File: src/pwmscan_pkg.sv
// ----------------------------------------------------------------------------
// pwmscan_pkg
// Shared types, codes and the character encoder for the window scanner.
// ----------------------------------------------------------------------------
package pwmscan_pkg;

    typedef enum logic [1:0] {
        FUNC_LOAD    = 2'd0,
        FUNC_FEED    = 2'd1,
        FUNC_RESTART = 2'd2
    } func_t;

    typedef enum logic [1:0] {
        CFG_MOTIF_LENGTH  = 2'd0,
        CFG_MASKED_LIMIT  = 2'd1,
        CFG_POSITION_BASE = 2'd2
    } cfg_index_t;

    typedef enum logic [1:0] {
        ST_IDLE,
        ST_SCAN,
        ST_DRAIN,
        ST_EMIT
    } state_t;

    localparam logic [2:0] SYM_A     = 3'd0;
    localparam logic [2:0] SYM_T     = 3'd1;
    localparam logic [2:0] SYM_C     = 3'd2;
    localparam logic [2:0] SYM_G     = 3'd3;
    localparam logic [2:0] SYM_OTHER = 3'd4;

    localparam logic [7:0] CHAR_A    = 8'h41;
    localparam logic [7:0] CHAR_T    = 8'h54;
    localparam logic [7:0] CHAR_C    = 8'h43;
    localparam logic [7:0] CHAR_G    = 8'h47;
    localparam logic [7:0] CHAR_N    = 8'h4E;
    localparam logic [7:0] CHAR_GAP  = 8'h2D;
    localparam logic [7:0] CASE_LIMIT  = 8'd95;
    localparam logic [7:0] CASE_OFFSET = 8'd32;

    localparam int SCORE_MAX = 1048575;
    localparam int SCORE_MIN = -1048576;
    localparam int SCORE_W   = 21;
    localparam int CFG_W     = 32;

    typedef struct packed {
        logic       masked;
        logic [2:0] sym;
    } base_code_t;

    typedef struct packed {
        logic shift;
        logic rotate;
    } cell_ctrl_t;

    function automatic base_code_t encode_char(input logic [7:0] c);
        base_code_t r;
        logic [7:0] u;
        r.masked = (c == CHAR_GAP) || (c == CHAR_N);
        u = (c > CASE_LIMIT) ? (c - CASE_OFFSET) : c;
        case (u)
            CHAR_A:  r.sym = SYM_A;
            CHAR_T:  r.sym = SYM_T;
            CHAR_C:  r.sym = SYM_C;
            CHAR_G:  r.sym = SYM_G;
            default: r.sym = SYM_OTHER;
        endcase
        return r;
    endfunction

endpackage

File: src/pwm_log_odds_window_scan.sv
// ----------------------------------------------------------------------------
// pwm_log_odds_window_scan
// Position weight matrix log-odds scanner over a sliding window of bases.
// ----------------------------------------------------------------------------
// Weight loads, restarts and bases that do not yet fill the window are
// accepted back to back while idle. A base that completes a window holds
// off the next transaction until its result is loaded: the window ring of
// cells rotates once per position past its tail, each position costs one
// read of the single weight RAM port, a drain state adds the last read, and
// an emit state loads the output register once the sink has freed it.
// Weights must be loaded before the positions that use them are scored.
module pwm_log_odds_window_scan #(
    parameter int MAX_LEN      = 32,
    parameter int WEIGHT_WIDTH = 16
) (
    input  logic                aclk,
    input  logic                aresetn,

    input  logic                cfg_wr_en,
    input  logic [1:0]          cfg_wr_index,
    input  logic [31:0]         cfg_wr_data,

    input  logic                s_valid,
    output logic                s_ready,
    input  logic [1:0]          s_func,
    input  logic [6:0]          s_weight_index,
    input  logic signed [15:0]  s_weight_value,
    input  logic [7:0]          s_base_char,

    output logic                m_valid,
    input  logic                m_ready,
    output logic signed [20:0]  m_score,
    output logic                m_scored,
    output logic [31:0]         m_window_start,
    output logic [5:0]          m_masked_count
);

    localparam int LEN_W  = $clog2(MAX_LEN + 1);
    localparam int IDX_W  = $clog2(MAX_LEN);
    localparam int DEPTH  = MAX_LEN * 4;
    localparam int ADDR_W = $clog2(DEPTH);
    localparam int ACC_W  = WEIGHT_WIDTH + IDX_W + 1;
    localparam int W_MAX  = (2 ** (WEIGHT_WIDTH - 1)) - 1;
    localparam int W_MIN  = -W_MAX - 1;

    // configuration
    logic [5:0]  motif_length_reg;
    logic [5:0]  masked_limit_reg;
    logic [31:0] position_base_reg;

    always_ff @(posedge aclk) begin
        if (!aresetn) begin
            motif_length_reg  <= 6'd8;
            masked_limit_reg  <= 6'd3;
            position_base_reg <= 32'd0;
        end else if (cfg_wr_en) begin
            case (cfg_wr_index)
                pwmscan_pkg::CFG_MOTIF_LENGTH:  motif_length_reg  <= cfg_wr_data[5:0];
                pwmscan_pkg::CFG_MASKED_LIMIT:  masked_limit_reg  <= cfg_wr_data[5:0];
                pwmscan_pkg::CFG_POSITION_BASE: position_base_reg <= cfg_wr_data;
                default: ;
            endcase
        end
    end

    logic [LEN_W-1:0] eff_len;
    logic [LEN_W-1:0] len_m1;
    logic [IDX_W-1:0] tail_idx;

    always_comb begin
        if (motif_length_reg == 6'd0) begin
            eff_len = LEN_W'(1);
        end else if (int'(motif_length_reg) > MAX_LEN) begin
            eff_len = LEN_W'(MAX_LEN);
        end else begin
            eff_len = LEN_W'(motif_length_reg);
        end
    end

    assign len_m1   = eff_len - LEN_W'(1);
    assign tail_idx = len_m1[IDX_W-1:0];

    // state
    pwmscan_pkg::state_t state_reg, state_next;
    logic [LEN_W-1:0]        fill_reg, fill_next;
    logic [31:0]             base_cnt_reg, base_cnt_next;
    logic [IDX_W-1:0]        step_reg, step_next;
    logic [31:0]             start_reg, start_next;
    logic [LEN_W-1:0]        masked_reg, masked_next;
    logic signed [ACC_W-1:0] acc_reg, acc_next;
    logic                    add_valid_reg, add_valid_next;

    logic m_valid_reg, m_valid_next;
    logic signed [20:0] m_score_reg, m_score_next;
    logic        m_scored_reg, m_scored_next;
    logic [31:0] m_window_start_reg, m_window_start_next;
    logic [5:0]  m_masked_count_reg, m_masked_count_next;

    logic in_accept;
    logic is_load, is_feed, is_restart;
    logic fill_sat;
    logic out_free;
    logic scan_active;
    logic emit_load;

    assign in_accept  = s_valid && s_ready;
    assign is_load    = in_accept && (s_func == pwmscan_pkg::FUNC_LOAD);
    assign is_feed    = in_accept && (s_func == pwmscan_pkg::FUNC_FEED);
    assign is_restart = in_accept && (s_func == pwmscan_pkg::FUNC_RESTART);
    assign fill_sat   = fill_reg >= LEN_W'(MAX_LEN);
    assign out_free   = !m_valid_reg || m_ready;

    logic [LEN_W-1:0] fill_inc;
    assign fill_inc = fill_sat ? fill_reg : (fill_reg + LEN_W'(1));

    // window chain
    pwmscan_pkg::cell_ctrl_t  cell_ctrl;
    pwmscan_pkg::base_code_t  cell_codes [MAX_LEN];
    pwmscan_pkg::base_code_t  chain_in   [MAX_LEN];
    pwmscan_pkg::base_code_t  tail_code;
    pwmscan_pkg::base_code_t  new_code;

    assign new_code  = pwmscan_pkg::encode_char(s_base_char);
    assign tail_code = cell_codes[tail_idx];

    genvar gi;
    generate
        for (gi = 0; gi < MAX_LEN; gi++) begin : g_cells
            if (gi == 0) begin : g_head
                assign chain_in[gi] = cell_ctrl.shift ? new_code : tail_code;
            end else begin : g_body
                assign chain_in[gi] = cell_codes[gi-1];
            end
            pwmscan_cell #(
                .CELL_INDEX (gi),
                .LEN_W      (LEN_W)
            ) u_cell (
                .aclk     (aclk),
                .ctrl     (cell_ctrl),
                .len      (eff_len),
                .code_in  (chain_in[gi]),
                .code_out (cell_codes[gi])
            );
        end
    endgenerate

    // weight memory
    logic                    ram_wr_en;
    logic [ADDR_W-1:0]       ram_wr_addr;
    logic [WEIGHT_WIDTH-1:0] ram_wr_data;
    logic [ADDR_W-1:0]       ram_rd_addr;
    logic [WEIGHT_WIDTH-1:0] ram_rd_data;
    logic signed [31:0]      wval;

    assign wval        = 32'(s_weight_value);
    assign ram_wr_en   = is_load && (int'(s_weight_index) < DEPTH);
    assign ram_wr_addr = ADDR_W'(s_weight_index);
    assign ram_rd_addr = {step_reg, tail_code.sym[1:0]};

    always_comb begin
        if (wval > W_MAX) begin
            ram_wr_data = WEIGHT_WIDTH'(W_MAX);
        end else if (wval < W_MIN) begin
            ram_wr_data = WEIGHT_WIDTH'(W_MIN);
        end else begin
            ram_wr_data = wval[WEIGHT_WIDTH-1:0];
        end
    end

    pwmscan_ram #(
        .WIDTH (WEIGHT_WIDTH),
        .DEPTH (DEPTH)
    ) u_weights (
        .aclk    (aclk),
        .wr_en   (ram_wr_en),
        .wr_addr (ram_wr_addr),
        .wr_data (ram_wr_data),
        .rd_addr (ram_rd_addr),
        .rd_data (ram_rd_data)
    );

    // sequencer next state
    always_comb begin
        state_next = state_reg;
        case (state_reg)
            pwmscan_pkg::ST_IDLE: begin
                if (is_feed && (fill_inc >= eff_len)) begin
                    state_next = pwmscan_pkg::ST_SCAN;
                end
            end
            pwmscan_pkg::ST_SCAN: begin
                if (step_reg == tail_idx) begin
                    state_next = pwmscan_pkg::ST_DRAIN;
                end
            end
            pwmscan_pkg::ST_DRAIN: begin
                state_next = pwmscan_pkg::ST_EMIT;
            end
            pwmscan_pkg::ST_EMIT: begin
                if (out_free) begin
                    state_next = pwmscan_pkg::ST_IDLE;
                end
            end
            default: state_next = pwmscan_pkg::ST_IDLE;
        endcase
    end

    // sequencer outputs
    always_comb begin
        s_ready          = 1'b0;
        scan_active      = 1'b0;
        emit_load        = 1'b0;
        case (state_reg)
            pwmscan_pkg::ST_IDLE:  s_ready     = 1'b1;
            pwmscan_pkg::ST_SCAN:  scan_active = 1'b1;
            pwmscan_pkg::ST_DRAIN: ;
            pwmscan_pkg::ST_EMIT:  emit_load   = out_free;
            default: ;
        endcase
        cell_ctrl.shift  = is_feed;
        cell_ctrl.rotate = scan_active;
    end

    // datapath
    logic signed [31:0] acc_wide;
    logic               win_scored;

    assign acc_wide   = 32'(acc_reg);
    assign win_scored = 32'(masked_reg) < 32'(masked_limit_reg);

    always_comb begin
        fill_next      = fill_reg;
        base_cnt_next  = base_cnt_reg;
        step_next      = step_reg;
        start_next     = start_reg;
        masked_next    = masked_reg;
        acc_next       = acc_reg;
        add_valid_next = 1'b0;

        if (is_restart) begin
            fill_next     = '0;
            base_cnt_next = 32'd0;
        end

        if (is_feed) begin
            fill_next     = fill_inc;
            base_cnt_next = base_cnt_reg + 32'd1;
            start_next    = position_base_reg + base_cnt_reg + 32'd1 - 32'(eff_len);
            step_next     = '0;
            masked_next   = '0;
            acc_next      = '0;
        end

        if (scan_active) begin
            step_next      = step_reg + IDX_W'(1);
            masked_next    = masked_reg + LEN_W'(tail_code.masked);
            add_valid_next = !tail_code.sym[2];
        end

        if (add_valid_reg) begin
            acc_next = acc_reg + ACC_W'(signed'(ram_rd_data));
        end
    end

    // result register
    logic [31:0] masked_wide;
    assign masked_wide = 32'(masked_reg);

    always_comb begin
        m_valid_next        = m_valid_reg;
        m_score_next        = m_score_reg;
        m_scored_next       = m_scored_reg;
        m_window_start_next = m_window_start_reg;
        m_masked_count_next = m_masked_count_reg;
        if (m_valid_reg && m_ready) begin
            m_valid_next = 1'b0;
        end
        if (emit_load) begin
            m_valid_next        = 1'b1;
            m_scored_next       = win_scored;
            m_window_start_next = start_reg;
            m_masked_count_next = masked_wide[5:0];
            if (!win_scored) begin
                m_score_next = '0;
            end else if (acc_wide > pwmscan_pkg::SCORE_MAX) begin
                m_score_next = pwmscan_pkg::SCORE_W'(pwmscan_pkg::SCORE_MAX);
            end else if (acc_wide < pwmscan_pkg::SCORE_MIN) begin
                m_score_next = pwmscan_pkg::SCORE_W'(pwmscan_pkg::SCORE_MIN);
            end else begin
                m_score_next = acc_wide[20:0];
            end
        end
    end

    always_ff @(posedge aclk) begin
        if (!aresetn) begin
            state_reg     <= pwmscan_pkg::ST_IDLE;
            fill_reg      <= '0;
            base_cnt_reg  <= 32'd0;
            add_valid_reg <= 1'b0;
            m_valid_reg   <= 1'b0;
        end else begin
            state_reg     <= state_next;
            fill_reg      <= fill_next;
            base_cnt_reg  <= base_cnt_next;
            add_valid_reg <= add_valid_next;
            m_valid_reg   <= m_valid_next;
        end
    end

    always_ff @(posedge aclk) begin
        step_reg           <= step_next;
        start_reg          <= start_next;
        masked_reg         <= masked_next;
        acc_reg            <= acc_next;
        m_score_reg        <= m_score_next;
        m_scored_reg       <= m_scored_next;
        m_window_start_reg <= m_window_start_next;
        m_masked_count_reg <= m_masked_count_next;
    end

    assign m_valid        = m_valid_reg;
    assign m_score        = m_score_reg;
    assign m_scored       = m_scored_reg;
    assign m_window_start = m_window_start_reg;
    assign m_masked_count = m_masked_count_reg;

endmodule

File: src/pwmscan_ram.sv
// ----------------------------------------------------------------------------
// pwmscan_ram
// Simple dual-port RAM, one write and one registered read port.
// ----------------------------------------------------------------------------
module pwmscan_ram #(
    parameter int WIDTH = 16,
    parameter int DEPTH = 128
) (
    input  logic                     aclk,
    input  logic                     wr_en,
    input  logic [$clog2(DEPTH)-1:0] wr_addr,
    input  logic [WIDTH-1:0]         wr_data,
    input  logic [$clog2(DEPTH)-1:0] rd_addr,
    output logic [WIDTH-1:0]         rd_data
);

    logic [WIDTH-1:0] mem_reg [DEPTH];
    logic [WIDTH-1:0] rd_data_reg;

    always_ff @(posedge aclk) begin
        if (wr_en) begin
            mem_reg[wr_addr] <= wr_data;
        end
        rd_data_reg <= mem_reg[rd_addr];
    end

    assign rd_data = rd_data_reg;

endmodule

File: src/pwmscan_cell.sv
// ----------------------------------------------------------------------------
// pwmscan_cell
// One window slot: holds a base code, shifts on a new base and rotates
// within the active window ring during a scan.
// ----------------------------------------------------------------------------
module pwmscan_cell #(
    parameter int CELL_INDEX = 0,
    parameter int LEN_W      = 6
) (
    input  logic                     aclk,
    input  pwmscan_pkg::cell_ctrl_t  ctrl,
    input  logic [LEN_W-1:0]         len,
    input  pwmscan_pkg::base_code_t  code_in,
    output pwmscan_pkg::base_code_t  code_out
);

    pwmscan_pkg::base_code_t code_reg;
    pwmscan_pkg::base_code_t code_next;
    logic                    in_ring;

    assign in_ring = len > LEN_W'(CELL_INDEX);

    always_comb begin
        code_next = code_reg;
        if (ctrl.shift || (ctrl.rotate && in_ring)) begin
            code_next = code_in;
        end
    end

    always_ff @(posedge aclk) begin
        code_reg <= code_next;
    end

    assign code_out = code_reg;

endmodule

File: config.mk
export PLATFORM = sky130hd
export DESIGN_NAME = pwm_log_odds_window_scan
export DESIGN_NICKNAME = d
export VERILOG_FILES = /design/src/pwmscan_pkg.sv /design/src/pwm_log_odds_window_scan.sv /design/src/pwmscan_ram.sv /design/src/pwmscan_cell.sv
export SDC_FILE = /design/constraint.sdc
export NUM_CORES = 2
export LEC_CHECK = 0
export BUFFER_PORTS_ARGS = -buffer_cell sky130_fd_sc_hd__buf_2
export CORE_MARGIN = 8
export CORE_UTILIZATION = 50
export CTS_CLUSTER_DIAMETER = 60
export DETAILED_ROUTE_END_ITERATION = 6
export PLACE_DENSITY = 0.66
export SYNTH_ARGS = -nofsm -noshare
export SYNTH_HDL_FRONTEND = slang
export SYNTH_HIERARCHICAL = 1
export SYNTH_SLANG_ARGS = --single-unit
File: constraint.sdc
create_clock -name aclk -period 6.5 [get_ports aclk]
set_input_delay 0.975 -clock aclk [delete_from_list [all_inputs] [get_ports aclk]]
set_output_delay 0.975 -clock aclk [all_outputs]
set_load 0.02 [all_outputs]
==> qor.yml <==
status:
  status: "complete, no violations"
synthesis:
  ys.flop_type: "edfxtp_1"
  ys_seq_elements: 2403
  yosysTopAreaCellShare_pct: 71.9
  synth_area_per_cell_um2: 20.2
  synth.area.top_cells: "edfxtp_1, mux4_2, dfxtp_1, ha_1, nor2_1"
  async_reset_ff_share_pct: 0
  synth_edf_count: 2301
  ys_seq_area_share_pct: 74.1
  yosysWarnings: 6
  synth_nets: 4937
  ys_types: 80
  synth_top_cell_by_area: "edfxtp_1"
  synthCells: 4759
  syn_area_um2: 96000
clock_tree:
  cts_made_buffers: 236
  cts_max_level: 4
  root_buffer: "clkbuf_16"
  cts.path.max_buffers: 3
  post_cts_buffers: 0
  cts_resized: 0
  clkLatencyLatePin_ns: 0.87
  tritoncts: "done"
  cts.clk_slew.worst_paths_ns: 0.06
  cts.sinks: 2403
  cts_hold_buf: 0
timing:
  rsz0062_at_grt: "no"
  period_needed_ns: 5.89
  period_share_pct: 90.6
  finalHoldViolations: 0
  relSlewSlack_pct: 12.0
  worst_pin_slew_ns: 1.32
  finalWorstSetupSlack_ns: 0.612
  skew_ns: 0.0548
  final.setup.tns_ns: 0
  setup_viol: 0
  whs_ns: 0.348
  max_freq_mhz: 170
  final-max-slew-violation-count: 0
finish:
  seq_area_um2: 71100
  fin_util_pct: 56.8
  final.fill_count: 14068
  final_common_cell: "edfxtp_1"
  multi_input_area_um2: 23500
  final_cell_mix: "edfxtp_1, mux4_2, clkbuf_16, nor2_1, buf_4"
  syn_to_final_growth_pct: 13.5
  largest_reg_flops: 2048
  final_cells: 7852
  drive_above_1_share_pct: 27.4
  final_area_um2: 109000
  finalNetCount: 5287
floorplan:
  rows: 161
  initial_core_util_pct: 50.1
  ios: 134
  die-area_um2: 206000
  core-area_um2: 192000
  die_w_um: 454
  chipHeight_um: 454
setup_path:
  cp.required_ns: 7.26
  crit_chain: "nor4_1 -> nor2_1 -> nor2_4 -> inv_2 -> ha_1 -> xnor2_2 -> nand2_1 -> o32ai_1 -> nor4_1 -> nor3_2 -> buf_12 -> buf_4 -> buf_12 -> mux4_2 -> mux4_2 -> mux4_2 -> mux2_2"
  crit_path_end_kind: "flip-flop"
  slowest_stage: "mux4_2"
  crit_path_start_kind: "flip-flop"
  worst_path_largest_cell_delay_ns: 0.61
  worst_path_most_repeated_cell: "mux4_2"
  path_class: "flip-flop to flip-flop"
  arrival_ns: 6.65
  crit_fanout: 42
  cp_top_family: "multiplexers"
  cp_num_buf_inv: 4
place:
  port_buffers: 133
  dp.cells: 7397
  dp_slack_ns: 0.727
  place_area_um2: 101000
  place.gp.congestion: 0.834
  dp_hpwl_mm: 140
detailed_routing:
  via_per_inst: 6.19
  drt_iter0_drc: 6199
  drc: 0
  first_pass_iters: 5
  routed_wl_mm: 232
  dr_total_vias: 48629
  ant_nets: 0
  wl_per_cell_um: 29.5
power:
  p_sw_share_pct: 24.0
  p_int_mw: 27.5
  finalPower_mw: 36.2
  p_comb_share_pct: 13.8
  clockPowerShare_pct: 38.6
  p_per_area_nw_per_um2: 332
  peakVddDrop_mv: 0.308
  p_sw_mw: 8.71
  seq_power_share_pct: 47.6
  leakagePower_nw: 35.2
grt:
  track_usage_pct: 22.2
  antenna_found_initial: 21
  grt-ovfl-total: 0
  first_global_vias: 47641
  grt_first_pass_wirelength_mm: 335
  grt_max_degree: 107
min_path:
  min_path_type: "primary input to flip-flop"
run:
  max_cap_violations: 0
-- layout make-up --
type                            count  share of cell area [%]
Antenna cell                       10                  0.0230
Clock buffer                      281                    5.69
Clock inverter                    164                    1.70
Inverter                          155                   0.534
Multi-Input combinational cell   1969                    21.5
Sequential cell                  2403                    65.3
Tap cell                         2526                    2.90
Timing Repair Buffer              344                    2.33
-- power groups by stage --
stage | Combinational, mW | Sequential (mW) | Clock, mW
6_report | 5.00 | 17.2 | 14.0
5_1_grt | 5.30 | 17.2 | 14.8
4_1_cts | 5.06 | 17.2 | 14.2
3_5_place_dp | 5.04 | 17.5 | 0
3_3_place_gp | 5.00 | 17.5 | 0
2_1_floorplan | 3.51 | 17.5 | 0
-- worst register-to-register path, cell delays in order (launching register included) --
cell and delay, ns:
dfxtp_1 0.36, nor4_1 0.28, nor2_1 0.11, nor2_4 0.12
inv_2 0.05, ha_1 0.23, xnor2_2 0.36, nand2_1 0.44
o32ai_1 0.42, nor4_1 0.13, nor3_2 0.34, buf_12 0.20
buf_4 0.25, buf_12 0.35, mux4_2 0.68, mux4_2 0.55
mux4_2 0.62, mux2_2 0.32
-- Yosys cell counts (5+ instances only) --
cell type	instances
edfxtp_1	2301
mux4_2	673
nor2_1	240
nand2_1	191
inv_1	152
a21oi_1	146
clkbuf_1	140
dfxtp_1	102
ha_1	101
buf_2	58
nand3_1	52
nor3_1	52
mux2i_1	48
o21ai_0	43
xnor2_1	38
o21a_1	33
buf_1	31
a21o_1	27
nand2b_1	22
nor2b_1	21
o211ai_1	19
mux2_2	18
nand4_1	18
or3_1	18
xor2_1	17
nor4_1	16
and2_1	14
and3_1	13
a31oi_1	11
o22ai_1	11
a211oi_1	10
o21ai_1	9
o32ai_1	9
o221ai_1	7
o31ai_1	7
nand3b_1	6
fa_1	5
o31a_1	5
-- per-layer routing --
layer | global-route usage [%] | wire [um]
met2 | 35.0 | 109000
met1 | 32.5 | 94900
met4 | 5.30 | 5520
met3 | 4.47 | 21900
met5 | 0 | 27
-- worst paths after layout --
check | from | slack [ns] | cells past startpoint | endpoint
hold reg to reg | start_reg[14]$_DFFE_PP_ | 0.40 | 0 | m_window_start[14]$_DFFE_PP_
hold / removal | cfg_wr_data[6] | 0.35 | 3 | position_base_reg[6]$_SDFFE_PN0P_
setup reg to reg | motif_length_reg[2]$_SDFFE_PN0P_ | 0.61 | 17 | u_weights/rd_data[14]$_DFF_P_
setup / recovery | motif_length_reg[2]$_SDFFE_PN0P_ | 0.61 | 17 | u_weights/rd_data[14]$_DFF_P_
-- cells by family after synthesis --
kind of cell	synth area share [%]
XOR/XNOR	0.519
buffers and inverters	1.60
adder cells (fa/ha/maj)	1.42
multiplexers	16.5
AO/OA/AOI/OAI	2.54
AND/OR/NAND/NOR	3.33
flip-flops	74.1
(Power assumes the default switching activity.)
